## config.mk

```make
export PLATFORM = sky130hd
export DESIGN_NAME = mfne_fifo
export DESIGN_NICKNAME = d
export VERILOG_FILES = /design/src/hdl/midi_file_note_extractor_assert.svh /design/src/hdl/mfne_pkg.sv /design/src/hdl/mfne_fifo.sv
export SDC_FILE = /design/constraint.sdc
export NUM_CORES = 1
export LEC_CHECK = 0
export BUFFER_PORTS_ARGS = -buffer_cell sky130_fd_sc_hd__buf_2
export CAP_MARGIN = 10
export CORE_ASPECT_RATIO = 0.7
export CORE_MARGIN = 2
export CORE_UTILIZATION = 25
export DETAILED_ROUTE_END_ITERATION = 6
export HOLD_SLACK_MARGIN = 0.15
export MAX_ROUTING_LAYER = met4
export PLACE_DENSITY = 0.39
export SLEW_MARGIN = 25
export SYNTH_ARGS = -nofsm -noshare
export SYNTH_HDL_FRONTEND = slang
export SYNTH_SLANG_ARGS = --single-unit
```

## constraint.sdc

```tcl
create_clock -name aclk -period 4.6 [get_ports aclk]
set_input_delay 0.46 -clock aclk [delete_from_list [all_inputs] [get_ports aclk]]
set_output_delay 0.46 -clock aclk [all_outputs]
set_load 0.1 [all_outputs]
```

## src/hdl/midi_file_note_extractor_assert.svh

```systemverilog
// Assertion macros used by mfne_back.
`ifndef MIDI_FILE_NOTE_EXTRACTOR_ASSERT_SVH
`define MIDI_FILE_NOTE_EXTRACTOR_ASSERT_SVH
`ifndef ASSERT_OFF
`define ASSERT_IMPL(label, clk, rstn, a, b) \
    label: assert property (@(posedge clk) disable iff (!rstn) (a) |-> (b)) \
        else $error("assertion failed");
`define ASSERT_NEXT(label, clk, rstn, a, b) \
    label: assert property (@(posedge clk) disable iff (!rstn) (a) |=> (b)) \
        else $error("assertion failed");
`else
`define ASSERT_IMPL(label, clk, rstn, a, b)
`define ASSERT_NEXT(label, clk, rstn, a, b)
`endif
`endif

```

## src/hdl/mfne_pkg.sv

```systemverilog
`default_nettype none
package mfne_pkg;
    localparam int CHANNELS = 16;
    localparam int KEY_W = 11;
    localparam int EPOCH_W = 8;
    localparam logic [EPOCH_W-1:0] EPOCH_MAX = '1;

    typedef enum logic [1:0] {
        KIND_NOTE = 2'd0,
        KIND_HEADER = 2'd1,
        KIND_REJECT = 2'd2
    } kind_t;

    typedef enum logic [1:0] {
        ERR_MTHD = 2'd0,
        ERR_HEADER = 2'd1,
        ERR_MTRK = 2'd2
    } err_t;

    typedef enum logic [2:0] {
        OP_NOTE_ON,
        OP_NOTE_OFF,
        OP_HEADER,
        OP_REJECT,
        OP_CLEAR
    } op_t;

    typedef struct packed {
        op_t op;
        logic [KEY_W-1:0] key;
        logic [6:0] vel;
        logic [31:0] tick;
        logic [EPOCH_W-1:0] epoch;
        logic [14:0] tpq;
        err_t err;
    } cmd_t;

    function automatic logic [7:0] hdr_magic(input logic [1:0] i);
        logic [7:0] r;
        case (i)
            2'd0: r = 8'h4d;
            2'd1: r = 8'h54;
            2'd2: r = 8'h68;
            default: r = 8'h64;
        endcase
        return r;
    endfunction

    function automatic logic [7:0] trk_magic(input logic [1:0] i);
        logic [7:0] r;
        case (i)
            2'd0: r = 8'h4d;
            2'd1: r = 8'h54;
            2'd2: r = 8'h72;
            default: r = 8'h6b;
        endcase
        return r;
    endfunction
endpackage
`default_nettype wire

```

## src/hdl/mfne_fifo.sv

```systemverilog
`default_nettype none
module mfne_fifo import mfne_pkg::*; (
    input wire logic aclk,
    input wire logic aresetn,
    input wire logic push,
    input wire cmd_t push_data,
    input wire logic pop,
    output cmd_t head,
    output logic empty,
    output logic full
);
    cmd_t mem [4];
    logic [1:0] wr_ptr_reg, rd_ptr_reg;
    logic [2:0] count_reg;

    assign head = mem[rd_ptr_reg];
    assign empty = (count_reg == 3'd0);
    assign full = (count_reg == 3'd4);

    always_ff @(posedge aclk) begin
        if (push) begin
            mem[wr_ptr_reg] <= push_data;
        end
        if (!aresetn) begin
            wr_ptr_reg <= '0;
            rd_ptr_reg <= '0;
            count_reg <= '0;
        end else begin
            if (push) wr_ptr_reg <= wr_ptr_reg + 2'd1;
            if (pop) rd_ptr_reg <= rd_ptr_reg + 2'd1;
            count_reg <= count_reg + {2'b0, push} - {2'b0, pop};
        end
    end
endmodule
`default_nettype wire

```

* After elaboration in Yosys (flattened, before gate mapping)
Memory sizes are Yosys's and may differ from the RTL's. A register that Yosys moved wholly into a read port is not among the register bits. Index checks and enable logic that the tools add are counted.
Storage, ports and cells: bits in registers 7, memory bits (writable) 312, memories kept 1
Memory list:
- mem | words 4, bits a word 78, rd ports 1, clocked after memory_dff 1, write ports 1, line mfne_fifo.sv:12 | cmd_t mem [4];
Operators by class: add/sub/neg operators 4, equal/unequal tests 1, muxes and demuxes 4, reduce and logical (&&, ||, !) cells 1
Operators by type and width (count):
- $add 2x1->2 const B | 2
- $mux 2 | 2
- $add 3x1->3 | 1
- $eq 3x3->1 const B | 1
- $logic_not 3->1 | 1
- $sub 3x1->3 | 1
- $mux 1 | 2

* Depth between registers and ports, before layout
Gate-level depths: netlist of the first run.
depth after elaboration 3, gate-level depth with buffers 7, mapped depth without buffers 7

* Least setup slack after synthesis of the first run
Ideal clock, no wire load.
kind reg-to-output, start reg count_reg[1], end out empty, arrival 2.392 ns, required time 4.140 ns, path slack 1.748 ns, stages on the path, launching flop included 2, buffers on the path 0, cells stage by stage dfxtp_1 nor3_1
On the way: cells in the longest elaborated chain, start to end 1
Ends and longest elaborated chain:
- from (decl) | line mfne_fifo.sv:14 | logic [2:0] count_reg;
- from (signal assigned) | line mfne_fifo.sv:31 | count_reg <= count_reg + {2'b0, push} - {2'b0, pop};
- $logic_not 3->1 | line mfne_fifo.sv:17 | assign empty = (count_reg == 3'd0);
- to (decl) | line mfne_fifo.sv:9 | output logic empty,
No other way between the ends.

==> impl_metrics.yaml, run 1 <==
routing:
  routed_wl_mm: 24.2
  antenna_left: 0
  viasPerCell: 4.08
  vias: 5488
  drc: 0
  drt_first_pass_iters: 4
  wire_per_inst_um: 18.0
  drt_first_iter_violations: 293
timing:
  tns_ps: 0
  final_max_slew_viol_count: 0
  relSlewSlack: 0.466
  tightest_slew_ps: 801
  hold_viol_final: 0
  setup_viol: 0
  whs_ps: 175
  period_share: 0.659
  fin_crit_ps: 3030
  fin_skew_ps: 15.2
  max_freq_mhz: 330
  rsz0062_at_grt: "false"
floorplanning:
  die_h_um: 185
  core_area_mm2: 0.0463
  start_util: 0.253
  die-area_mm2: 0.0486
  row_count: 66
  io_pins: 162
  die_width_um: 263
critical_path:
  startpoint_type: "flop"
  r2r-start: "wr_ptr_reg[0]"
  reg2reg_to: "mem[2][25]"
  crit_end: "head[54]"
  ff2ff_setup_slack_ps: 2740
  cp_max_fo: 65
  rr_worst_depth: 4
  critPathCaptureType: "output pin"
  worstPathArrival_ps: 2570
  required_ps: 4140
  crit_type: "flop to output pin"
layout:
  num-nets-final: 795
  largest_reg_flops: 312
  fillerInstances: 4433
  drive_gt1_frac: 0.412
  area_growth_pct: 28.2
clock_tree:
  cts-root-buf: "clkbuf_16"
  clockBufferDepth: 3
  tritoncts: "built"
  cts_max_level: 2
  clk_pin_slew_ps: 60
  ctsHoldBuffers: 63
  numCtsBuffers: 35
  post_cts_buffers: 0
  cts_resized: 0
  clkLatencyLatePin_ps: 510
  clock-sinks: 321
placement:
  io_buffer_count: 161
  place_congestion: 0.701
  hpwl_mm: 14.4
power_and_ir_drop:
  switchingPower_mw: 2.20
  combPwrFrac: 0.189
  p_clk_frac: 0.350
  vdd_drop_max_uv: 248
  p_seq_frac: 0.461
  leakagePower_nw: 5.00
  p_per_area_mw_per_mm2: 493
  swShare: 0.297
  internal_power_mw: 5.21
synthesis:
  ys.flop_type: "edfxtp_1"
  yosys-top-cells-area: "edfxtp_1 80%, mux4_2 15%, dfxtp_1 1.5%"
  yosysWarnings: 0
  ys_types: 21
  synth_top_area_cell: "edfxtp_1"
  synth-seq-cells: 321
  synth_nets: 540
  synth_edf_count: 312
  netlist_instances: 451
  syn_area_mm2: 0.0117
  yosysMostFrequentCell: "edfxtp_1"
  avgSynthCellArea_um2: 26.0
  synth_commonest_cells: "312 x edfxtp_1, 78 x mux4_2, 9 x dfxtp_1"
  async_reset_ff_frac: 0
  yosysSeqAreaShare: 0.815
  netlist.area_leader.share: 0.800
job:
  cap_violations: 0
grt:
  grt_pass1_vias: 6157
  antenna_found_initial: 3
  overflow: 0
  track_usage: 0.105
  grt_first_pass_wirelength_mm: 37.0
  grt_max_degree: 66
run_status:
  outcome: "complete, no violations"
worst_hold_path:
  hp-class: "input pin to flop"
[layout by cell type, fill, tap and decap left out, types with 7 or more instances in the layout]
cell type      Yosys  layout
mux4_2            78      78
edfxtp_1         312     312
dlygate4sd3_1      0      64
clkinv_1           0       7
inv_1              7       7
buf_2              4     161
clkbuf_1           5      10
dfxtp_1            9       7
clkbuf_16          0      37
[power groups by stage]
| stage | Combinational (mW) | Clock, mW | Sequential, mW |
|---|---|---|---|
| after CTS | 1.42 | 2.69 | 3.42 |
| after detailed placement | 1.38 | 0 | 3.48 |
| after floorplan | 1.14 | 0 | 3.45 |
| after global placement | 1.35 | 0 | 3.47 |
| final | 1.40 | 2.60 | 3.41 |
| after global routing | 1.46 | 2.81 | 3.43 |
[critical path, stage by stage, from the launching register on]
cell     delay [ps]
dfxtp_4         540
buf_12          490
mux4_2          620
buf_2           320
[cells by family (layout without fill, tap and decap cells)]
kind of cell | after synthesis | in the layout | synth area share
DFF | 321 | 321 | 0.815
muxes | 79 | 79 | 0.151
buffers and inverters | 25 | 304 | 0.0148
and+or+nand+nor | 14 | 14 | 0.00641
adders and majority gates | 7 | 7 | 0.00812
xor gates and xnor gates | 3 | 3 | 0.00352
AOI/OAI and AO/OA | 2 | 2 | 0.00128
other | 0 | 2 | 0
[metrics by stage]
stage	instances	utilization	setup slack (ps)	instance area [um^2]	total power, mW
floorplan	451	-	1750	11700	4.59
global placement	1213	0.285	2030	13200	4.83
detailed placement	1215	0.287	2020	13300	4.86
CTS	1339	0.323	1460	15000	7.53
global route	1344	0.324	1380	15000	7.70
finish	1344	0.324	1570	15000	7.41
[layout make-up]
| cell class | count | area, um^2 | share of cell area |
|---|---|---|---|
| Antenna cell | 2 | 5.00 | 0.000333 |
| Clock buffer | 47 | 963 | 0.0641 |
| Clock inverter | 14 | 95.1 | 0.00633 |
| Inverter | 7 | 26.3 | 0.00175 |
| Multi-Input combinational cell | 105 | 2000 | 0.133 |
| Sequential cell | 321 | 9560 | 0.636 |
| Tap cell | 612 | 766 | 0.0510 |
| Timing Repair Buffer | 236 | 1610 | 0.107 |
[routing by layer]
layer,vias to the layer above,wire (um),GRT usage
met5,-,0,-
met4,0,466,0.0299
met3,45,1310,0.0296
met2,125,11500,0.164
met1,2872,11000,0.133
li1,2446,-,-
[how the worst min path moves through the flow]
stage	cells after the start	slack, ps	from	end
after global placement	2	500	rd_ptr_reg[1]	flop
after detailed placement	2	520	rd_ptr_reg[1]	flop
final	1	180	push_data[64]	mem[1][64]
after CTS	1	150	push_data[42]	mem[2][42]
after global routing	1	150	push_data[64]	mem[1][64]
after floorplan	2	500	rd_ptr_reg[1]	flop
No activity file was read; power rests on OpenSTA's default activity.
==> inputs of run 2 (changes only) <==
--- a/config.mk
+++ b/config.mk
@@ -13,7 +13,7 @@
 export DETAILED_ROUTE_END_ITERATION = 6
 export HOLD_SLACK_MARGIN = 0.15
 export MAX_ROUTING_LAYER = met4
-export PLACE_DENSITY = 0.39
+export PLACE_DENSITY = 0.41
 export SLEW_MARGIN = 25
 export SYNTH_ARGS = -nofsm -noshare
 export SYNTH_HDL_FRONTEND = slang
==> constraint.sdc (replaced) <==
create_clock -name aclk -period 2.44 [get_ports aclk]
set_input_delay 0.244 -clock aclk [delete_from_list [all_inputs] [get_ports aclk]]
set_output_delay 0.244 -clock aclk [all_outputs]
set_load 0.1 [all_outputs]
==> impl_metrics.yaml, run 2 (synthesis results as in run 1) <==
routing:
  drc: 0
  vias: 5575
  routed_wl_mm: 25.5
  viasPerCell: 4.09
  wire_per_inst_um: 18.7
  drt_first_pass_iters: 4
  antenna_left: 0
  drt_first_iter_violations: 223
power_and_ir_drop:
  internal_power_mw: 10.2
  p_per_area_mw_per_mm2: 937
  leakagePower_nw: 5.17
  p_seq_frac: 0.444
  combPwrFrac: 0.193
  p_clk_frac: 0.363
  swShare: 0.292
  vdd_drop_max_uv: 508
  switchingPower_mw: 4.21
grt:
  grt_max_degree: 45
  antenna_found_initial: 0
  track_usage: 0.108
  grt_first_pass_wirelength_mm: 37.9
  grt_pass1_vias: 6249
  overflow: 0
timing:
  setup_ws_ps: 82.8
  setup_viol: 0
  tightest_slew_ps: 595
  max_freq_mhz: 424
  fin_skew_ps: 6.67
  final_max_slew_viol_count: 0
  rsz0062_at_grt: "true"
  relSlewSlack: 0.603
  whs_ps: 480
  period_share: 0.966
  fin_crit_ps: 2360
  hold_viol_final: 0
critical_path:
  rr_worst_depth: 7
  crit_type: "flop to output pin"
  critPathCaptureType: "output pin"
  cp_max_fo: 24
  worstPathArrival_ps: 2110
  required_ps: 2200
  startpoint_type: "flop"
  r2r-start: "count_reg[0]"
  ff2ff_setup_slack_ps: 610
  reg2reg_to: "count_reg[2]"
floorplanning:
  die_width_um: 263
  io_pins: 162
  die-area_mm2: 0.0486
  row_count: 66
  die_h_um: 185
  core_area_mm2: 0.0463
  start_util: 0.253
worst_hold_path:
  hold_end: "mem[2][61]"
  hold_path_startpoint: "push_data[61]"
  min_path_cells: 2
  hp-class: "input pin to flop"
clock_tree:
  clk_pin_slew_ps: 60
  tritoncts: "built"
  clockBufferDepth: 3
  clkLatencyLatePin_ps: 510
  clock-sinks: 321
  cts-root-buf: "clkbuf_16"
  cts_max_level: 2
  post_cts_buffers: 0
  numCtsBuffers: 35
layout:
  layout_common_cells: "312 x edfxtp_1, 137 x buf_2, 81 x dlygate4sd3_1"
  area_growth_pct: 31.4
  largest_reg_flops: 312
  num-nets-final: 816
  num_antenna_cells: 0
  drive_gt1_frac: 0.410
  fin_cells: 1363
  final_common_cell: "edfxtp_1"
placement:
  pre_cts_ws_ps: 478
  io_buffer_count: 161
  place_congestion: 0.676
  hpwl_mm: 14.4
  dp_cells: 1220
run_status:
  outcome: "complete, no violations"
job:
  cap_violations: 0
## run 2: changes by cell type in the layout (fill, tap and decap cells not counted), sizes merged
cell,previous run,this run
bufbuf,0,1
bufinv,1,4
diode,2,0
dlygate4sd3,64,81
buf,172,173
clkbuf,47,46
## run 2: area by class of cell
class | instances | area, um^2
clock buffers | 44 | 952
clock inverters | 17 | 184
fillers | 4376 | 30900
inverters | 7 | 26.3
multi-input cells | 105 | 2010
flip-flops and latches | 321 | 9560
well taps | 612 | 766
repair buffers | 257 | 1900
## run 2: metal layers
metal / track usage / wire, um / up-vias
met4: 0.0294 / 551 / 0
met5: - / 0 / -
met1: 0.128 / 10800 / 2906
met3: 0.0320 / 1520 / 53
met2: 0.181 / 12600 / 132
li1: - / - / 2484
## run 2: repair_timing
item / CTS / global route
endpoints found under the hold margin: 321 / 0
endpoints found under the setup margin: 48 / 24
gates resized for setup: 23 / 3
pin swaps: 0 / 0
cloned: 1 / 0
hold buffers: 81 / 0
## run 2: stage by stage
step | total power [mW] | util | area, um^2 | TNS (ps)
final | 14.4 | 0.332 | 15400 | 0
after global routing | 15.0 | 0.332 | 15400 | -272
after CTS | 14.7 | 0.332 | 15400 | 0
after detailed placement | 9.18 | 0.288 | 13300 | 0
after global placement | 9.14 | 0.288 | 13300 | 0
after floorplan | 8.65 | - | 11700 | 0
## run 2: worst max-delay path by stage
| stage | startpoint | end | slack [ps] | cells past startpoint |
|---|---|---|---|---|
| floorplan | wr_ptr_reg[0] | mem[2][0] | 490 | 3 |
| global placement | flop | head[7] | 500 | 3 |
| detailed placement | flop | head[7] | 480 | 3 |
| CTS | flop | head[13] | 3 | 3 |
| global route | flop | head[10] | -30 | 3 |
| finish | flop | head[13] | 80 | 3 |
## run 2: worst max-delay path, cell delays in order (launching register included)
cell and delay [ps]:
dfxtp_4 390, bufbuf_16 390, mux4_2 520, clkbuf_4 290
## run 2: power groups by stage
stage | Clock (mW) | Combinational, mW | Sequential, mW
floorplan | 0 | 2.14 | 6.50
global placement | 0 | 2.63 | 6.50
detailed placement | 0 | 2.66 | 6.52
CTS | 5.44 | 2.83 | 6.41
global route | 5.67 | 2.91 | 6.42
finish | 5.24 | 2.78 | 6.40
