===== src/hdl/midi_file_note_extractor_assert.svh =====
// Assertion macros used by mfne_back.
`ifndef MIDI_FILE_NOTE_EXTRACTOR_ASSERT_SVH
`define MIDI_FILE_NOTE_EXTRACTOR_ASSERT_SVH
`ifndef ASSERT_OFF
`define ASSERT_IMPL(label, clk, rstn, a, b) \
    label: assert property (@(posedge clk) disable iff (!rstn) (a) |-> (b)) \
        else $error("assertion failed");
`define ASSERT_NEXT(label, clk, rstn, a, b) \
    label: assert property (@(posedge clk) disable iff (!rstn) (a) |=> (b)) \
        else $error("assertion failed");
`else
`define ASSERT_IMPL(label, clk, rstn, a, b)
`define ASSERT_NEXT(label, clk, rstn, a, b)
`endif
`endif


===== src/hdl/mfne_pkg.sv =====
`default_nettype none
package mfne_pkg;
    localparam int CHANNELS = 16;
    localparam int KEY_W = 11;
    localparam int EPOCH_W = 8;
    localparam logic [EPOCH_W-1:0] EPOCH_MAX = '1;

    typedef enum logic [1:0] {
        KIND_NOTE = 2'd0,
        KIND_HEADER = 2'd1,
        KIND_REJECT = 2'd2
    } kind_t;

    typedef enum logic [1:0] {
        ERR_MTHD = 2'd0,
        ERR_HEADER = 2'd1,
        ERR_MTRK = 2'd2
    } err_t;

    typedef enum logic [2:0] {
        OP_NOTE_ON,
        OP_NOTE_OFF,
        OP_HEADER,
        OP_REJECT,
        OP_CLEAR
    } op_t;

    typedef struct packed {
        op_t op;
        logic [KEY_W-1:0] key;
        logic [6:0] vel;
        logic [31:0] tick;
        logic [EPOCH_W-1:0] epoch;
        logic [14:0] tpq;
        err_t err;
    } cmd_t;

    function automatic logic [7:0] hdr_magic(input logic [1:0] i);
        logic [7:0] r;
        case (i)
            2'd0: r = 8'h4d;
            2'd1: r = 8'h54;
            2'd2: r = 8'h68;
            default: r = 8'h64;
        endcase
        return r;
    endfunction

    function automatic logic [7:0] trk_magic(input logic [1:0] i);
        logic [7:0] r;
        case (i)
            2'd0: r = 8'h4d;
            2'd1: r = 8'h54;
            2'd2: r = 8'h72;
            default: r = 8'h6b;
        endcase
        return r;
    endfunction
endpackage
`default_nettype wire


===== src/hdl/mfne_front.sv =====
`default_nettype none
module mfne_front import mfne_pkg::*; (
    input wire logic aclk,
    input wire logic aresetn,
    input wire logic accept,
    input wire logic [7:0] data_byte,
    input wire logic end_of_file,
    output logic push,
    output cmd_t push_data
);
    typedef enum logic [4:0] {
        PH_MAGIC, PH_HSIZE, PH_FORMAT, PH_NTRK, PH_DIV, PH_HSKIP, PH_TMAGIC,
        PH_TSIZE, PH_DELTA, PH_STATUS, PH_METATYPE, PH_LEN, PH_SKIP, PH_DATA1,
        PH_DATA2, PH_ABANDON, PH_IDLE
    } phase_t;

    phase_t phase_reg, phase_next;
    logic [2:0] fcnt_reg, fcnt_next;
    logic [31:0] acc_reg, acc_next;
    logic [15:0] tracks_reg, tracks_next;
    logic [31:0] chunk_reg, chunk_next, skip_reg, skip_next, tick_reg, tick_next;
    logic [7:0] rs_reg, rs_next, es_reg, es_next;
    logic [6:0] fd_reg, fd_next;
    logic [14:0] div_reg, div_next;
    logic mm_reg, mm_next;
    logic [EPOCH_W-1:0] epoch_reg, epoch_next;

    always_comb begin
        logic [2:0] cnt1;
        logic [31:0] vacc;
        logic vdone;
        logic [15:0] acc16;
        logic [7:0] st;
        logic reuse;
        logic [3:0] ty;
        logic [3:0] ch;
        logic trackph;

        phase_next = phase_reg;
        fcnt_next = fcnt_reg;
        acc_next = acc_reg;
        tracks_next = tracks_reg;
        chunk_next = chunk_reg;
        skip_next = skip_reg;
        tick_next = tick_reg;
        rs_next = rs_reg;
        es_next = es_reg;
        fd_next = fd_reg;
        div_next = div_reg;
        mm_next = mm_reg;
        epoch_next = epoch_reg;
        push = 1'b0;
        push_data = '0;
        push_data.epoch = epoch_reg;
        push_data.tpq = div_reg;
        push_data.tick = tick_reg;

        cnt1 = fcnt_reg + 3'd1;
        vacc = {acc_reg[24:0], data_byte[6:0]};
        vdone = !data_byte[7] || (cnt1 >= 3'd4);
        acc16 = {acc_reg[7:0], data_byte};
        st = data_byte;
        reuse = 1'b0;
        ty = es_reg[7:4];
        ch = es_reg[3:0];
        trackph = 1'b0;

        unique case (phase_reg)
            PH_MAGIC: begin
                if (data_byte != hdr_magic(fcnt_reg[1:0])) mm_next = 1'b1;
                fcnt_next = cnt1;
                if (cnt1 >= 3'd4) begin
                    if (mm_next) begin
                        push = 1'b1;
                        push_data.op = OP_REJECT;
                        push_data.err = ERR_MTHD;
                        phase_next = PH_IDLE;
                    end else begin
                        phase_next = PH_HSIZE;
                        fcnt_next = '0;
                        acc_next = '0;
                    end
                end
            end
            PH_HSIZE: begin
                acc_next = {acc_reg[23:0], data_byte};
                fcnt_next = cnt1;
                if (cnt1 >= 3'd4) begin
                    skip_next = (acc_next > 32'd6) ? acc_next - 32'd6 : '0;
                    phase_next = PH_FORMAT;
                    fcnt_next = '0;
                    acc_next = '0;
                end
            end
            PH_FORMAT, PH_NTRK, PH_DIV: begin
                acc_next = {16'b0, acc16};
                fcnt_next = cnt1;
                if (cnt1 >= 3'd2) begin
                    fcnt_next = '0;
                    acc_next = '0;
                    if (phase_reg == PH_FORMAT) begin
                        if (acc16 > 16'd1) begin
                            push = 1'b1;
                            push_data.op = OP_REJECT;
                            push_data.err = ERR_HEADER;
                            phase_next = PH_IDLE;
                        end else begin
                            phase_next = PH_NTRK;
                        end
                    end else if (phase_reg == PH_NTRK) begin
                        if (acc16 == 16'd0) begin
                            push = 1'b1;
                            push_data.op = OP_REJECT;
                            push_data.err = ERR_HEADER;
                            phase_next = PH_IDLE;
                        end else begin
                            tracks_next = acc16;
                            phase_next = PH_DIV;
                        end
                    end else if (acc16[15]) begin
                        push = 1'b1;
                        push_data.op = OP_REJECT;
                        push_data.err = ERR_HEADER;
                        phase_next = PH_IDLE;
                    end else begin
                        div_next = (acc16 != 16'd0) ? acc16[14:0] : 15'd1;
                        push = 1'b1;
                        push_data.op = OP_HEADER;
                        push_data.tpq = div_next;
                        phase_next = (skip_reg != 32'd0) ? PH_HSKIP : PH_TMAGIC;
                        mm_next = 1'b0;
                    end
                end
            end
            PH_HSKIP: begin
                if (skip_reg != 32'd0) skip_next = skip_reg - 32'd1;
                if (skip_next == 32'd0) begin
                    phase_next = PH_TMAGIC;
                    fcnt_next = '0;
                    acc_next = '0;
                end
            end
            PH_TMAGIC: begin
                if (data_byte != trk_magic(fcnt_reg[1:0])) mm_next = 1'b1;
                fcnt_next = cnt1;
                if (cnt1 >= 3'd4) begin
                    phase_next = PH_TSIZE;
                    fcnt_next = '0;
                    acc_next = '0;
                end
            end
            PH_TSIZE: begin
                acc_next = {acc_reg[23:0], data_byte};
                fcnt_next = cnt1;
                if (cnt1 >= 3'd4) begin
                    if (mm_reg) begin
                        push = 1'b1;
                        push_data.op = OP_REJECT;
                        push_data.err = ERR_MTRK;
                        phase_next = PH_IDLE;
                    end else begin
                        chunk_next = acc_next;
                        tick_next = '0;
                        rs_next = '0;
                        // Each track gets a fresh tag; a wrap wipes the store.
                        if (epoch_reg == EPOCH_MAX) begin
                            epoch_next = {{(EPOCH_W-1){1'b0}}, 1'b1};
                            push = 1'b1;
                            push_data.op = OP_CLEAR;
                        end else begin
                            epoch_next = epoch_reg + 1'b1;
                        end
                        fcnt_next = '0;
                        acc_next = '0;
                        if (chunk_next == 32'd0) begin
                            if (tracks_reg != 16'd0) tracks_next = tracks_reg - 16'd1;
                            if (tracks_next == 16'd0) begin
                                phase_next = PH_IDLE;
                            end else begin
                                phase_next = PH_TMAGIC;
                                mm_next = 1'b0;
                            end
                        end else begin
                            phase_next = PH_DELTA;
                        end
                    end
                end
            end
            PH_IDLE: begin
            end
            default: begin
                trackph = 1'b1;
                unique case (phase_reg)
                    PH_DELTA: begin
                        acc_next = vacc;
                        fcnt_next = cnt1;
                        if (vdone) begin
                            tick_next = tick_reg + vacc;
                            phase_next = PH_STATUS;
                        end
                    end
                    PH_STATUS: begin
                        if (!data_byte[7]) begin
                            st = rs_reg;
                            reuse = 1'b1;
                        end else if (data_byte < 8'hf0) begin
                            rs_next = data_byte;
                        end
                        if (!data_byte[7] && rs_reg == 8'd0) begin
                            phase_next = PH_ABANDON;
                        end else begin
                            es_next = st;
                            if (st == 8'hff) begin
                                phase_next = PH_METATYPE;
                            end else if (st == 8'hf0 || st == 8'hf7) begin
                                phase_next = PH_LEN;
                                fcnt_next = '0;
                                acc_next = '0;
                            end else if (st[7:4] == 4'hc || st[7:4] == 4'hd) begin
                                if (reuse) begin
                                    phase_next = PH_DELTA;
                                    fcnt_next = '0;
                                    acc_next = '0;
                                end else begin
                                    skip_next = 32'd1;
                                    phase_next = PH_SKIP;
                                end
                            end else if (reuse) begin
                                fd_next = data_byte[6:0];
                                phase_next = PH_DATA2;
                            end else begin
                                phase_next = PH_DATA1;
                            end
                        end
                    end
                    PH_METATYPE: begin
                        phase_next = PH_LEN;
                        fcnt_next = '0;
                        acc_next = '0;
                    end
                    PH_LEN: begin
                        acc_next = vacc;
                        fcnt_next = cnt1;
                        if (vdone) begin
                            skip_next = vacc;
                            if (vacc == 32'd0) begin
                                phase_next = PH_DELTA;
                                fcnt_next = '0;
                                acc_next = '0;
                            end else begin
                                phase_next = PH_SKIP;
                            end
                        end
                    end
                    PH_SKIP: begin
                        if (skip_reg != 32'd0) skip_next = skip_reg - 32'd1;
                        if (skip_next == 32'd0) begin
                            phase_next = PH_DELTA;
                            fcnt_next = '0;
                            acc_next = '0;
                        end
                    end
                    PH_DATA1: begin
                        fd_next = data_byte[6:0];
                        phase_next = PH_DATA2;
                    end
                    PH_DATA2: begin
                        phase_next = PH_DELTA;
                        fcnt_next = '0;
                        acc_next = '0;
                        if ((ty == 4'h8 || ty == 4'h9) && ({1'b0, ch} < 5'(CHANNELS))) begin
                            push = 1'b1;
                            push_data.key = {ch, fd_reg};
                            push_data.vel = data_byte[6:0];
                            push_data.op = (ty == 4'h9 && data_byte != 8'd0)
                                ? OP_NOTE_ON : OP_NOTE_OFF;
                        end
                    end
                    default: begin
                    end
                endcase
            end
        endcase

        if (trackph) begin
            if (chunk_reg != 32'd0) chunk_next = chunk_reg - 32'd1;
            if (chunk_next == 32'd0) begin
                if (tracks_reg != 16'd0) tracks_next = tracks_reg - 16'd1;
                if (tracks_next == 16'd0) begin
                    phase_next = PH_IDLE;
                end else begin
                    phase_next = PH_TMAGIC;
                    fcnt_next = '0;
                    acc_next = '0;
                    mm_next = 1'b0;
                end
            end
        end

        if (end_of_file) begin
            if (!push && phase_next <= PH_DIV) begin
                push = 1'b1;
                push_data.op = OP_REJECT;
                push_data.err = (phase_next == PH_MAGIC) ? ERR_MTHD : ERR_HEADER;
            end
            phase_next = PH_MAGIC;
            fcnt_next = '0;
            acc_next = '0;
            tracks_next = '0;
            chunk_next = '0;
            skip_next = '0;
            tick_next = '0;
            rs_next = '0;
            es_next = '0;
            fd_next = '0;
            div_next = 15'd1;
            mm_next = 1'b0;
        end
        push = push && accept;
    end

    always_ff @(posedge aclk) begin
        if (!aresetn) begin
            phase_reg <= PH_MAGIC;
            fcnt_reg <= '0;
            acc_reg <= '0;
            tracks_reg <= '0;
            chunk_reg <= '0;
            skip_reg <= '0;
            tick_reg <= '0;
            rs_reg <= '0;
            es_reg <= '0;
            fd_reg <= '0;
            div_reg <= 15'd1;
            mm_reg <= 1'b0;
            epoch_reg <= '0;
        end else if (accept) begin
            phase_reg <= phase_next;
            fcnt_reg <= fcnt_next;
            acc_reg <= acc_next;
            tracks_reg <= tracks_next;
            chunk_reg <= chunk_next;
            skip_reg <= skip_next;
            tick_reg <= tick_next;
            rs_reg <= rs_next;
            es_reg <= es_next;
            fd_reg <= fd_next;
            div_reg <= div_next;
            mm_reg <= mm_next;
            epoch_reg <= epoch_next;
        end
    end
endmodule
`default_nettype wire


===== config.mk =====
export PLATFORM = sky130hd
export DESIGN_NAME = mfne_front
export DESIGN_NICKNAME = d
export VERILOG_FILES = /design/src/hdl/midi_file_note_extractor_assert.svh /design/src/hdl/mfne_pkg.sv /design/src/hdl/mfne_front.sv
export SDC_FILE = /design/constraint.sdc
export NUM_CORES = 1
export LEC_CHECK = 0
export ABC_AREA = 1
export BUFFER_PORTS_ARGS = -buffer_cell sky130_fd_sc_hd__buf_2
export CELL_PAD_IN_SITES_DETAIL_PLACEMENT = 0
export CELL_PAD_IN_SITES_GLOBAL_PLACEMENT = 1
export CORE_ASPECT_RATIO = 0.8
export CORE_UTILIZATION = 44
export CTS_CLUSTER_DIAMETER = 80
export DETAILED_ROUTE_END_ITERATION = 12
export PLACE_DENSITY_LB_ADDON = 0.1
export REMOVE_ABC_BUFFERS = 1
export SLEW_MARGIN = 5
export SYNTH_ARGS = -nofsm -noshare
export SYNTH_HDL_FRONTEND = slang
export SYNTH_SLANG_ARGS = --single-unit

===== constraint.sdc =====
create_clock -name aclk -period 3 [get_ports aclk]
set_input_delay 0 -clock aclk [delete_from_list [all_inputs] [get_ports aclk]]
set_output_delay 0 -clock aclk [all_outputs]
set_load 0.03 [all_outputs]

* Word-level counts from Yosys, hierarchy flattened
Index checks and enable logic that the tools add are counted.
** Storage, ports and cells
- Bits of input ports :: 12
- Word-level logic and storage cells :: 342
- Output and inout port bits :: 79
- Register bits after elaboration :: 199
** Operators by class
- Add/sub/neg operators :: 7
- Eq/ne operators :: 45
- Reductions and logical operators :: 51
- Multiplexer cells :: 219
- Order comparisons :: 6
- Bitwise logic cells :: 1
** Operator list (number)
- $mux W32 :: 44
- $mux W16 :: 19
- $pmux W32 S7 :: 1
- $pmux W32 S3 :: 2
- $logic_not A32 Y1 :: 5
- $pmux W32 S5 :: 1
- $mux W5 :: 26
- $mux W8 :: 16
- $mux W15 :: 8
- $mux W3 :: 29
- $pmux W5 S7 :: 2
- $pmux W32 S2 :: 1
- $reduce_bool A32 Y1 :: 2
- $sub A32 B1 Y32 const B :: 2
- $mux W7 :: 7
- $logic_not A16 Y1 :: 3
- $mux W1 :: 38
- $pmux W6 S3 :: 2
- $eq A5 B4 Y1 const B :: 7
- $add A32 B32 Y32 :: 1
- $eq A8 B8 Y1 const B :: 4
- $gt A32 B3 Y1 const B :: 1
- $pmux W16 S2 :: 1
- $reduce_bool A16 Y1 :: 2
- 56 further kinds :: 105

* Longest topological paths before layout
Gate-level depths: netlist of the first run.
- Depth after elaboration :: 22
- Mapped depth :: 25

* Least setup slack after synthesis of the first run
OpenSTA, ideal clock, no wires.
- Path kind :: reg2out
- From :: register fcnt_reg[1]
- To :: output push
- Data required time :: 3.000 ns
- Buffers on the path :: 3
- Setup slack :: 0.006 ns
- Arrival time :: 2.994 ns
- Stages on the path, launching flop included :: 23
- Cell sequence :: dfxtp_1 > ha_1 > inv_1 > nand2_1 > nand2_2 > inv_2 > nand2_4 > nor2_4 > buf_6 > buf_8 > buf_8 > nand2_1 > o21ai_2 > nand2_1 > nand2_2 > nand3_2 > nor2_2 > nand4_2 > nor2_4 > nand2_4 > a21oi_4 > nand2_2 > a21oi_1
** On the way
- Longest elaborated chain between the ends :: 16
- Elaborated cells on any way between the ends :: 48
- Classes of those cells :: add/sub: 1; order compare: 3; eq/ne: 3; mux: 34; reduce/logical: 7
** Ends and longest elaborated chain
- start: declaration :: RTL line mfne_front.sv:18 : logic [2:0] fcnt_reg, fcnt_next;
- start signal: assignment :: RTL line mfne_front.sv:339 : fcnt_reg <= fcnt_next;
- $add A3 B1 Y3 (tied with other cells) :: RTL line mfne_front.sv:58 : cnt1 = fcnt_reg + 3'd1;
- $ge A3 B3 Y1 (tied with other cells)
- $mux W16 (tied with other cells) :: RTL line mfne_front.sv:155 : if (cnt1 >= 3'd4) begin
- $pmux W16 S2 / $ne A8 B8 Y1 (equally long branches) :: RTL line mfne_front.sv:68, mfne_front.sv:70
- $mux W16 / $mux W1 (equally long branches) :: RTL line mfne_front.sv:288, mfne_front.sv:70
- $mux W16 / $mux W1 (equally long branches) :: RTL line mfne_front.sv:287, mfne_front.sv:68
- $mux W16 / $mux W5 (equally long branches) :: RTL line mfne_front.sv:285, mfne_front.sv:73
- $logic_not A16 Y1 / $mux W5 (equally long branches) :: RTL line mfne_front.sv:289, mfne_front.sv:72
- $mux W5 / $pmux W5 S7 (equally long branches) :: RTL line mfne_front.sv:289, mfne_front.sv:68
- $mux W5 :: RTL line mfne_front.sv:287 : if (chunk_next == 32'd0) begin
- $mux W5 :: RTL line mfne_front.sv:285 : if (trackph) begin
- $le A5 B3 Y1 :: RTL line mfne_front.sv:301 : if (!push && phase_next <= PH_DIV) begin
- $logic_and A1 B1 Y1 :: RTL line mfne_front.sv:301
- $mux W1 :: RTL line mfne_front.sv:301
- $mux W1 * :: RTL line mfne_front.sv:300 : if (end_of_file) begin
- $logic_and A1 B1 Y1 * :: RTL line mfne_front.sv:319 : push = push && accept;
- end: declaration :: RTL line mfne_front.sv:8 : output logic push,
Mark *: on every way between the ends. The rest lies on a longest branch, timed or not. The select of a mux whose other input is x is not followed.

==> results.py, run 1 <==
metrics = {
    "timing": {
        "relSlewSlack": 0.3742,
        "hold_viol": 0,
        "period_minus_slack_ns": 3.424,
        "final-setup-viol-count": 50,
        "period_share": 1.141,
        "fmaxAchievable_mhz": 292.1,
        "max_slew.worst_pin.slew_ns": 0.9387,
        "tns_ns": -6.341,
        "worst_slack_ns": -0.4239,
        "rsz0062_at_grt": "true",
        "fin_skew_ns": 0.02192,
        "final_max_slew_viol_count": 0,
    },
    "die": {
        "core.rowCount": 66,
        "dieWidth_um": 229.4,
        "core_area_um2": 40710,
        "floorplan.die_area_um2": 42180,
        "initial_utilization": 0.4470,
        "ioPinCount": 91,
        "die_h_um": 183.9,
    },
    "power": {
        "pwr-share-clk": 0.281,
        "combPwrFrac": 0.422,
        "p_seq_frac": 0.297,
        "p_int_w": 0.005347,
        "power_density_nw_per_um2": 359.0,
        "switchingPower_w": 0.003519,
        "ir_drop_mv": 0.4254,
        "p_leak_nw": 11.81,
        "power_switching_share": 0.3969,
    },
    "global_route": {
        "grt_overflow": 0,
        "grt_pass1_wl_mm": 129.3,
        "grt_pass1_vias": 21730,
        "antenna_found_initial": 2,
        "grt_max_degree": 75,
        "grtUsageTotal": 0.3968,
    },
    "clock_tree": {
        "cts_root_buf": "clkbuf_16",
        "cts_buffers": 17,
        "cts_tree": "yes",
        "insertion_delay_ns": 0.50,
        "clockBufferDepth": 2,
        "clkTransAtPathRegs_ns": 0.08,
        "h-tree-depth": 4,
        "cts.sinks": 192,
    },
    "hold_path": {
        "holdPathStages": 3,
        "hp-class": "input pin to flip-flop",
    },
    "synth": {
        "syn_inst": 3171,
        "syn_area_um2": 18200,
        "synth_warnings": 0,
        "ys_seq_area_frac": 0.2112,
        "synth.distinct_cells": 62,
        "ys_seq_elements": 192,
        "synth.avg_cell_area_um2": 5.739,
    },
    "route": {
        "num_vias": 24670,
        "postRouteAntennaNets": 0,
        "firstDrtPassIters": 8,
        "wl_mm": 87.96,
        "post_drt_wl_per_cell_um": 20.88,
        "routed_via_density": 5.856,
        "drc": 0,
        "drt_iter0_drc": 3257,
    },
    "critical_path": {
        "path_cells": "nor2_1, nand2_1, nor2_4, nand4_1, nor2_2, nand2_2, buf_4, nand2_1, nand2_2, nand2_1, nor2_2, nand2_2, nor2_4, nand3_4, buf_6, nand2_4, a21oi_4, nand2_4, a21oi_2, buf_6",
        "path_max_fanout": 7,
        "cp.depth": 20,
        "cp.required_ns": 3.00,
        "cp_slowest_cell": "dfxtp_1",
        "critPathLaunchType": "flip-flop",
        "cp_num_buf_inv": 3,
        "path_class": "flip-flop to output pin",
        "ff2ff_path_depth": 25,
        "max_stage_delay_ns": 0.35,
        "crit_family": "simple AND/OR/NAND/NOR gates",
        "crit_arrival_ns": 3.42,
        "crit_path_end_kind": "output pin",
    },
    "layout": {
        "final_area_um2": 24690,
        "regArea_um2": 3862,
        "fin_nets": 3709,
        "area_growth_pct": 35.70,
        "finalCoreUtilization": 0.6066,
        "drive_gt1_frac": 0.2761,
        "fillers": 4021,
        "multiInputGateArea_um2": 13340,
    },
    "placed_design": {
        "pre_cts_ws_ns": -0.1566,
        "io_buffers": 90,
        "dp.final_hpwl_mm": 64.26,
        "place.gp.congestion": 1.078,
        "placed_cell_area_um2": 22270,
    },
    "run_status": {
        "violations": "negative setup slack",
        "status": "complete, but fails checks",
    },
    "flow_run": {
        "max_cap_violations": 0,
    },
}
## cell type report
class / instances / area share
multi-input combinational: 2482 / 0.5402
timing repair buffer: 627 / 0.1996
sequential: 192 / 0.1564
inverter: 333 / 0.05183
tap: 544 / 0.02756
clock buffer: 20 / 0.01809
clock inverter: 12 / 0.006030
antenna: 3 / 0.0003040
## cell usage in the layout (no fill, tap or decap), types with 25 or more instances in the layout
| cell | instances |
|---|---|
| nand2_1 | 854 |
| buf_4 | 487 |
| inv_1 | 295 |
| a21oi_1 | 283 |
| nor2_1 | 269 |
| nand3_1 | 198 |
| dfxtp_1 | 183 |
| o21ai_0 | 112 |
| buf_2 | 86 |
| nand2_2 | 74 |
| nor2_2 | 73 |
| nand4_1 | 70 |
| xor2_1 | 63 |
| ha_1 | 39 |
| o211ai_1 | 38 |
| a211oi_1 | 36 |
| nor3_1 | 34 |
| o21ai_2 | 29 |
| a31oi_1 | 28 |
| nand3_2 | 27 |
| o21ai_1 | 27 |
| buf_6 | 25 |
## cell families (layout without fill, tap and decap cells)
family          Yosys count  in the layout  share of synthesized area
flops                   192            192                     0.2112
fa+ha+maj                44             44                    0.03067
compound gates          669            669                     0.2140
xor+xnor                 70             70                    0.03369
simple gates           1698           1699                     0.3999
other cells               0              3                          0
buf+inv                 498            992                     0.1105
## power by group through the flow
| stage | clock (W) | sequential, W | combinational, W |
|---|---|---|---|
| 3_3_place_gp | 0 | 0.00269 | 0.00311 |
| 3_5_place_dp | 0 | 0.00269 | 0.00311 |
| 2_1_floorplan | 0 | 0.00270 | 0.00168 |
| 6_report | 0.00249 | 0.00263 | 0.00374 |
| 4_1_cts | 0.00251 | 0.00263 | 0.00338 |
| 5_1_grt | 0.00261 | 0.00264 | 0.00401 |
## worst register-to-register path, stage by stage, from the launching register on
cell      delay, ns
dfxtp_4        0.37
ha_4           0.17
inv_2          0.06
nand2_2        0.06
nand2_4        0.09
inv_4          0.04
nand2_4        0.07
nor2_4         0.05
buf_6          0.15
buf_12         0.15
buf_4          0.15
nand3b_1       0.07
nand2_1        0.05
inv_1          0.13
nand3_1        0.11
nand2_2        0.11
nand4_1        0.12
nor2_2         0.17
nand3_2        0.13
nand2_4        0.11
buf_4          0.12
buf_8          0.14
buf_12         0.16
buf_6          0.11
nand4_1        0.08
a21oi_2        0.15
## cell usage after synthesis, drive strengths merged
master | count | area share
nand2 | 943 | 0.20
a21boi | 8 | 0.0033
nand3b | 8 | 0.0033
o211ai | 38 | 0.016
a221o | 9 | 0.0050
o311ai | 1 | 0.00048
ha | 43 | 0.030
o21ai | 173 | 0.050
a221oi | 11 | 0.0053
nand4 | 73 | 0.026
a31oi | 30 | 0.010
clkbuf | 115 | 0.024
and2 | 2 | 0.00069
o211a | 1 | 0.00055
o22a | 1 | 0.00048
o21a | 1 | 0.00041
a21o | 5 | 0.0021
xor2 | 63 | 0.030
or2 | 21 | 0.0072
o221ai | 4 | 0.0019
a32oi | 1 | 0.00048
nor2 | 361 | 0.079
nand3 | 232 | 0.068
and3 | 3 | 0.0010
clkinv | 8 | 0.0017
nor3 | 40 | 0.012
or3 | 1 | 0.00034
fa | 1 | 0.0011
dfxtp | 192 | 0.21
a31o | 2 | 0.00096
inv | 325 | 0.067
a22oi | 23 | 0.0095
a211oi | 36 | 0.015
o2111ai | 8 | 0.0039
a21oi | 307 | 0.085
o31ai | 1 | 0.00041
nor4 | 14 | 0.0048
xnor2 | 7 | 0.0034
buf | 50 | 0.018
o21bai | 2 | 0.0010
o22ai | 7 | 0.0024
## stage by stage
stage / cells / hold slack [ns] / power [W]
after floorplan: 3006 / 0.09864 / 0.004382
after global placement: 4102 / 0.3518 / 0.005795
after detailed placement: 4102 / 0.3648 / 0.005793
after CTS: 4167 / 0.01085 / 0.008524
after global routing: 4211 / 0.01031 / 0.009258
final: 4213 / 0.03457 / 0.008866
## layer usage
layer  vias to the layer above  global-route usage  part of all wire
met3                       195             0.09569              0.12
met5                         -                   0           0.00015
met4                         2              0.1285             0.036
li1                      11500                   -                 -
met2                      1436              0.5685              0.40
met1                     11540              0.5744              0.44
## final timing paths
check | slack, ns | from | to
hold reg to reg | 0.47 | fd_reg[2]$_SDFFE_PN0P_ | fd_reg[2]$_SDFFE_PN0P_
setup reg to reg | -0.18 | fcnt_reg[1]$_SDFFE_PN0P_ | acc_reg[13]$_SDFFE_PN0P_
setup / recovery | -0.42 | chunk_reg[7]$_SDFFE_PN0P_ | push_data[0]
hold / removal | 0.03 | data_byte[2] | fd_reg[2]$_SDFFE_PN0P_
## timing repair
action,in CTS,in global routing
pin swaps,30,110
setup buffers,26,47
cloned,5,7
hold endpoints to repair,8,0
resized for setup,96,286
setup endpoints to repair,47,81
hold buffers,2,0
No activity file was read; power rests on OpenSTA's default activity.
==> run 2: changes to the inputs <==
- CORE_ASPECT_RATIO: 0.8 -> 1.4
- SLEW_MARGIN: 5 -> not set
==> run 2 against run 1 <==
Net effect:
- the run still ends with negative setup slack left
- power decreased by 0.42%
- core utilization decreased by 1.6 points
- die area about the same
- sequential cell count unchanged
- critical path type unchanged
- combinational power decreased by 5%
- hold slack improved by 0.025 ns
- clock power increased by 7%
==> results.py, run 2 (synthesized netlist as in run 1, its figures left out) <==
metrics = {
    "power": {
        "pwr-share-clk": 0.301,
        "p_seq_frac": 0.298,
        "p_leak_nw": 11.46,
        "switchingPower_w": 0.003466,
        "combPwrFrac": 0.401,
        "total_power_w": 0.008828,
        "ir_drop_mv": 0.3610,
        "power_density_nw_per_um2": 369.4,
        "power_switching_share": 0.3926,
        "p_int_w": 0.005362,
    },
    "die": {
        "core_area_um2": 40490,
        "dieWidth_um": 173.9,
        "initial_utilization": 0.4494,
        "die_h_um": 242.6,
        "ioPinCount": 91,
        "floorplan.die_area_um2": 42190,
        "core.rowCount": 87,
    },
    "layout": {
        "fillers": 4132,
        "drive_gt1_frac": 0.2376,
        "final_cell_mix": "891 x nand2_1, 418 x buf_4, 293 x nor2_1",
        "area_growth_pct": 31.35,
        "final_common_cell": "nand2_1",
        "diodes": 0,
        "layout.cells.non_filler": 4132,
        "fin_nets": 3641,
    },
    "timing": {
        "period_minus_slack_ns": 3.466,
        "fmaxAchievable_mhz": 288.5,
        "tns_ns": -6.446,
        "final-setup-viol-count": 34,
        "max_slew.worst_pin.slew_ns": 0.6672,
        "hold_viol": 0,
        "fin_skew_ns": 0.01233,
        "relSlewSlack": 0.5552,
        "rsz0062_at_grt": "true",
        "worst_slack_ns": -0.4665,
        "final_max_slew_viol_count": 0,
        "period_share": 1.155,
    },
    "placed_design": {
        "io_buffers": 90,
        "place.gp.congestion": 1.085,
        "dp_cells": 4045,
        "dp.final_hpwl_mm": 63.77,
    },
    "global_route": {
        "antenna_found_initial": 0,
        "grt_pass1_wl_mm": 127.1,
        "grt_max_degree": 105,
        "grt_overflow": 0,
        "grtUsageTotal": 0.3888,
        "grt_pass1_vias": 22710,
    },
    "route": {
        "postRouteAntennaNets": 0,
        "firstDrtPassIters": 5,
        "wl_mm": 84.27,
        "num_vias": 23890,
        "drc": 0,
        "drt_iter0_drc": 2094,
        "post_drt_wl_per_cell_um": 20.39,
        "routed_via_density": 5.782,
    },
    "critical_path": {
        "crit_path_end_kind": "output pin",
        "path_max_fanout": 8,
        "crit_arrival_ns": 3.47,
        "path_class": "flip-flop to output pin",
        "cp_num_buf_inv": 7,
        "crit_family": "simple AND/OR/NAND/NOR gates",
        "cpMostUsedCell": "nand2_2",
        "max_stage_delay_ns": 0.36,
        "cp.required_ns": 3.00,
        "path_cells": "ha_4, inv_4, nand2_2, nand2_2, inv_2, nand2_4, nor2_4, buf_12, buf_12, buf_4, nand2_8, inv_4, nand3_1, nand4_1, nand2_2, nand4_1, nor2_1, nand3_1, nand2_1, nand2_1, nand2_1, nand2_2, a21oi_2, buf_6",
        "critPathLaunchType": "flip-flop",
        "cp_slowest_cell": "dfxtp_4",
    },
    "clock_tree": {
        "cts_root_buf": "clkbuf_16",
        "h-tree-depth": 4,
        "cts_buffers": 17,
        "insertion_delay_ns": 0.50,
        "clkTransAtPathRegs_ns": 0.08,
        "cts.sinks": 192,
        "cts_tree": "yes",
        "clockBufferDepth": 2,
    },
    "flow_run": {
        "max_cap_violations": 0,
    },
    "hold_path": {
        "hp-class": "input pin to flip-flop",
    },
    "run_status": {
        "violations": "negative setup slack",
        "status": "complete, but fails checks",
    },
}
[run 2: worst paths after layout]
path                                                   end  slack [ns]                startpoint  cells after the start
worst max-delay path                                  push       -0.47  fcnt_reg[1]$_SDFFE_PN0P_                     24
worst min-delay path                fd_reg[6]$_SDFFE_PN0P_        0.06              data_byte[6]                      4
worst max register to register  chunk_reg[19]$_SDFFE_PN0P_       -0.36  fcnt_reg[1]$_SDFFE_PN0P_                     28
worst min register to register    div_reg[12]$_SDFFE_PN0P_        0.46  div_reg[12]$_SDFFE_PN0P_                      2
[run 2: cell type report]
| class | instances | area (µm²) | area share |
|---|---|---|---|
| Timing Repair inverter | 1 | 6.256 | 0.0002617 |
| Sequential cell | 192 | 3857 | 0.1614 |
| Multi-Input combinational cell | 2481 | 13030 | 0.5451 |
| Timing Repair Buffer | 559 | 4408 | 0.1844 |
| Clock inverter | 14 | 220.2 | 0.009213 |
| Inverter | 333 | 1272 | 0.05324 |
| Clock buffer | 18 | 439.2 | 0.01837 |
| Tap cell | 534 | 668.1 | 0.02795 |
[run 2: per-layer routing]
layer  track usage  routed length [µm]  vias to the layer above
li1              -                   -                    11350
met1        0.4416               31890                    11140
met2        0.6591               39960                     1059
met3       0.04590                5068                      350
met4        0.3068                7352                        0
met5             0                   0                        -
[run 2: through the flow]
step / util / worst slack [ns] / hold WS, ns / area (µm²)
2_1_floorplan: - / -1.598 / 0.09864 / 17440
3_3_place_gp: 0.5411 / -0.06506 / 0.3331 / 21910
3_5_place_dp: 0.5411 / -0.07784 / 0.3469 / 21910
4_1_cts: 0.5744 / -0.4686 / 0.04320 / 23260
5_1_grt: 0.5903 / -0.5941 / 0.08269 / 23900
6_report: 0.5903 / -0.4665 / 0.05938 / 23900
[run 2: power by group through the flow]
stage	sequential (W)	combinational (W)	clock (W)
2_1_floorplan	0.00270	0.00168	0
5_1_grt	0.00263	0.00379	0.00277
4_1_cts	0.00263	0.00323	0.00269
3_5_place_dp	0.00268	0.00307	0
3_3_place_gp	0.00268	0.00307	0
6_report	0.00263	0.00354	0.00266
[run 2: worst min-delay path: stages]
cell and delay (ns):
buf_2 0.12, buf_4 0.19, a21oi_1 0.14, a211oi_1 0.05
[run 2: repair_timing]
| action | in CTS | in global routing |
|---|---|---|
| cloned | 6 | 2 |
| setup buffers | 28 | 10 |
| hold endpoints to repair | 20 | 0 |
| hold buffers | 12 | 0 |
| pin swaps | 7 | 62 |
| setup endpoints to repair | 45 | 73 |
| resized for setup | 65 | 185 |
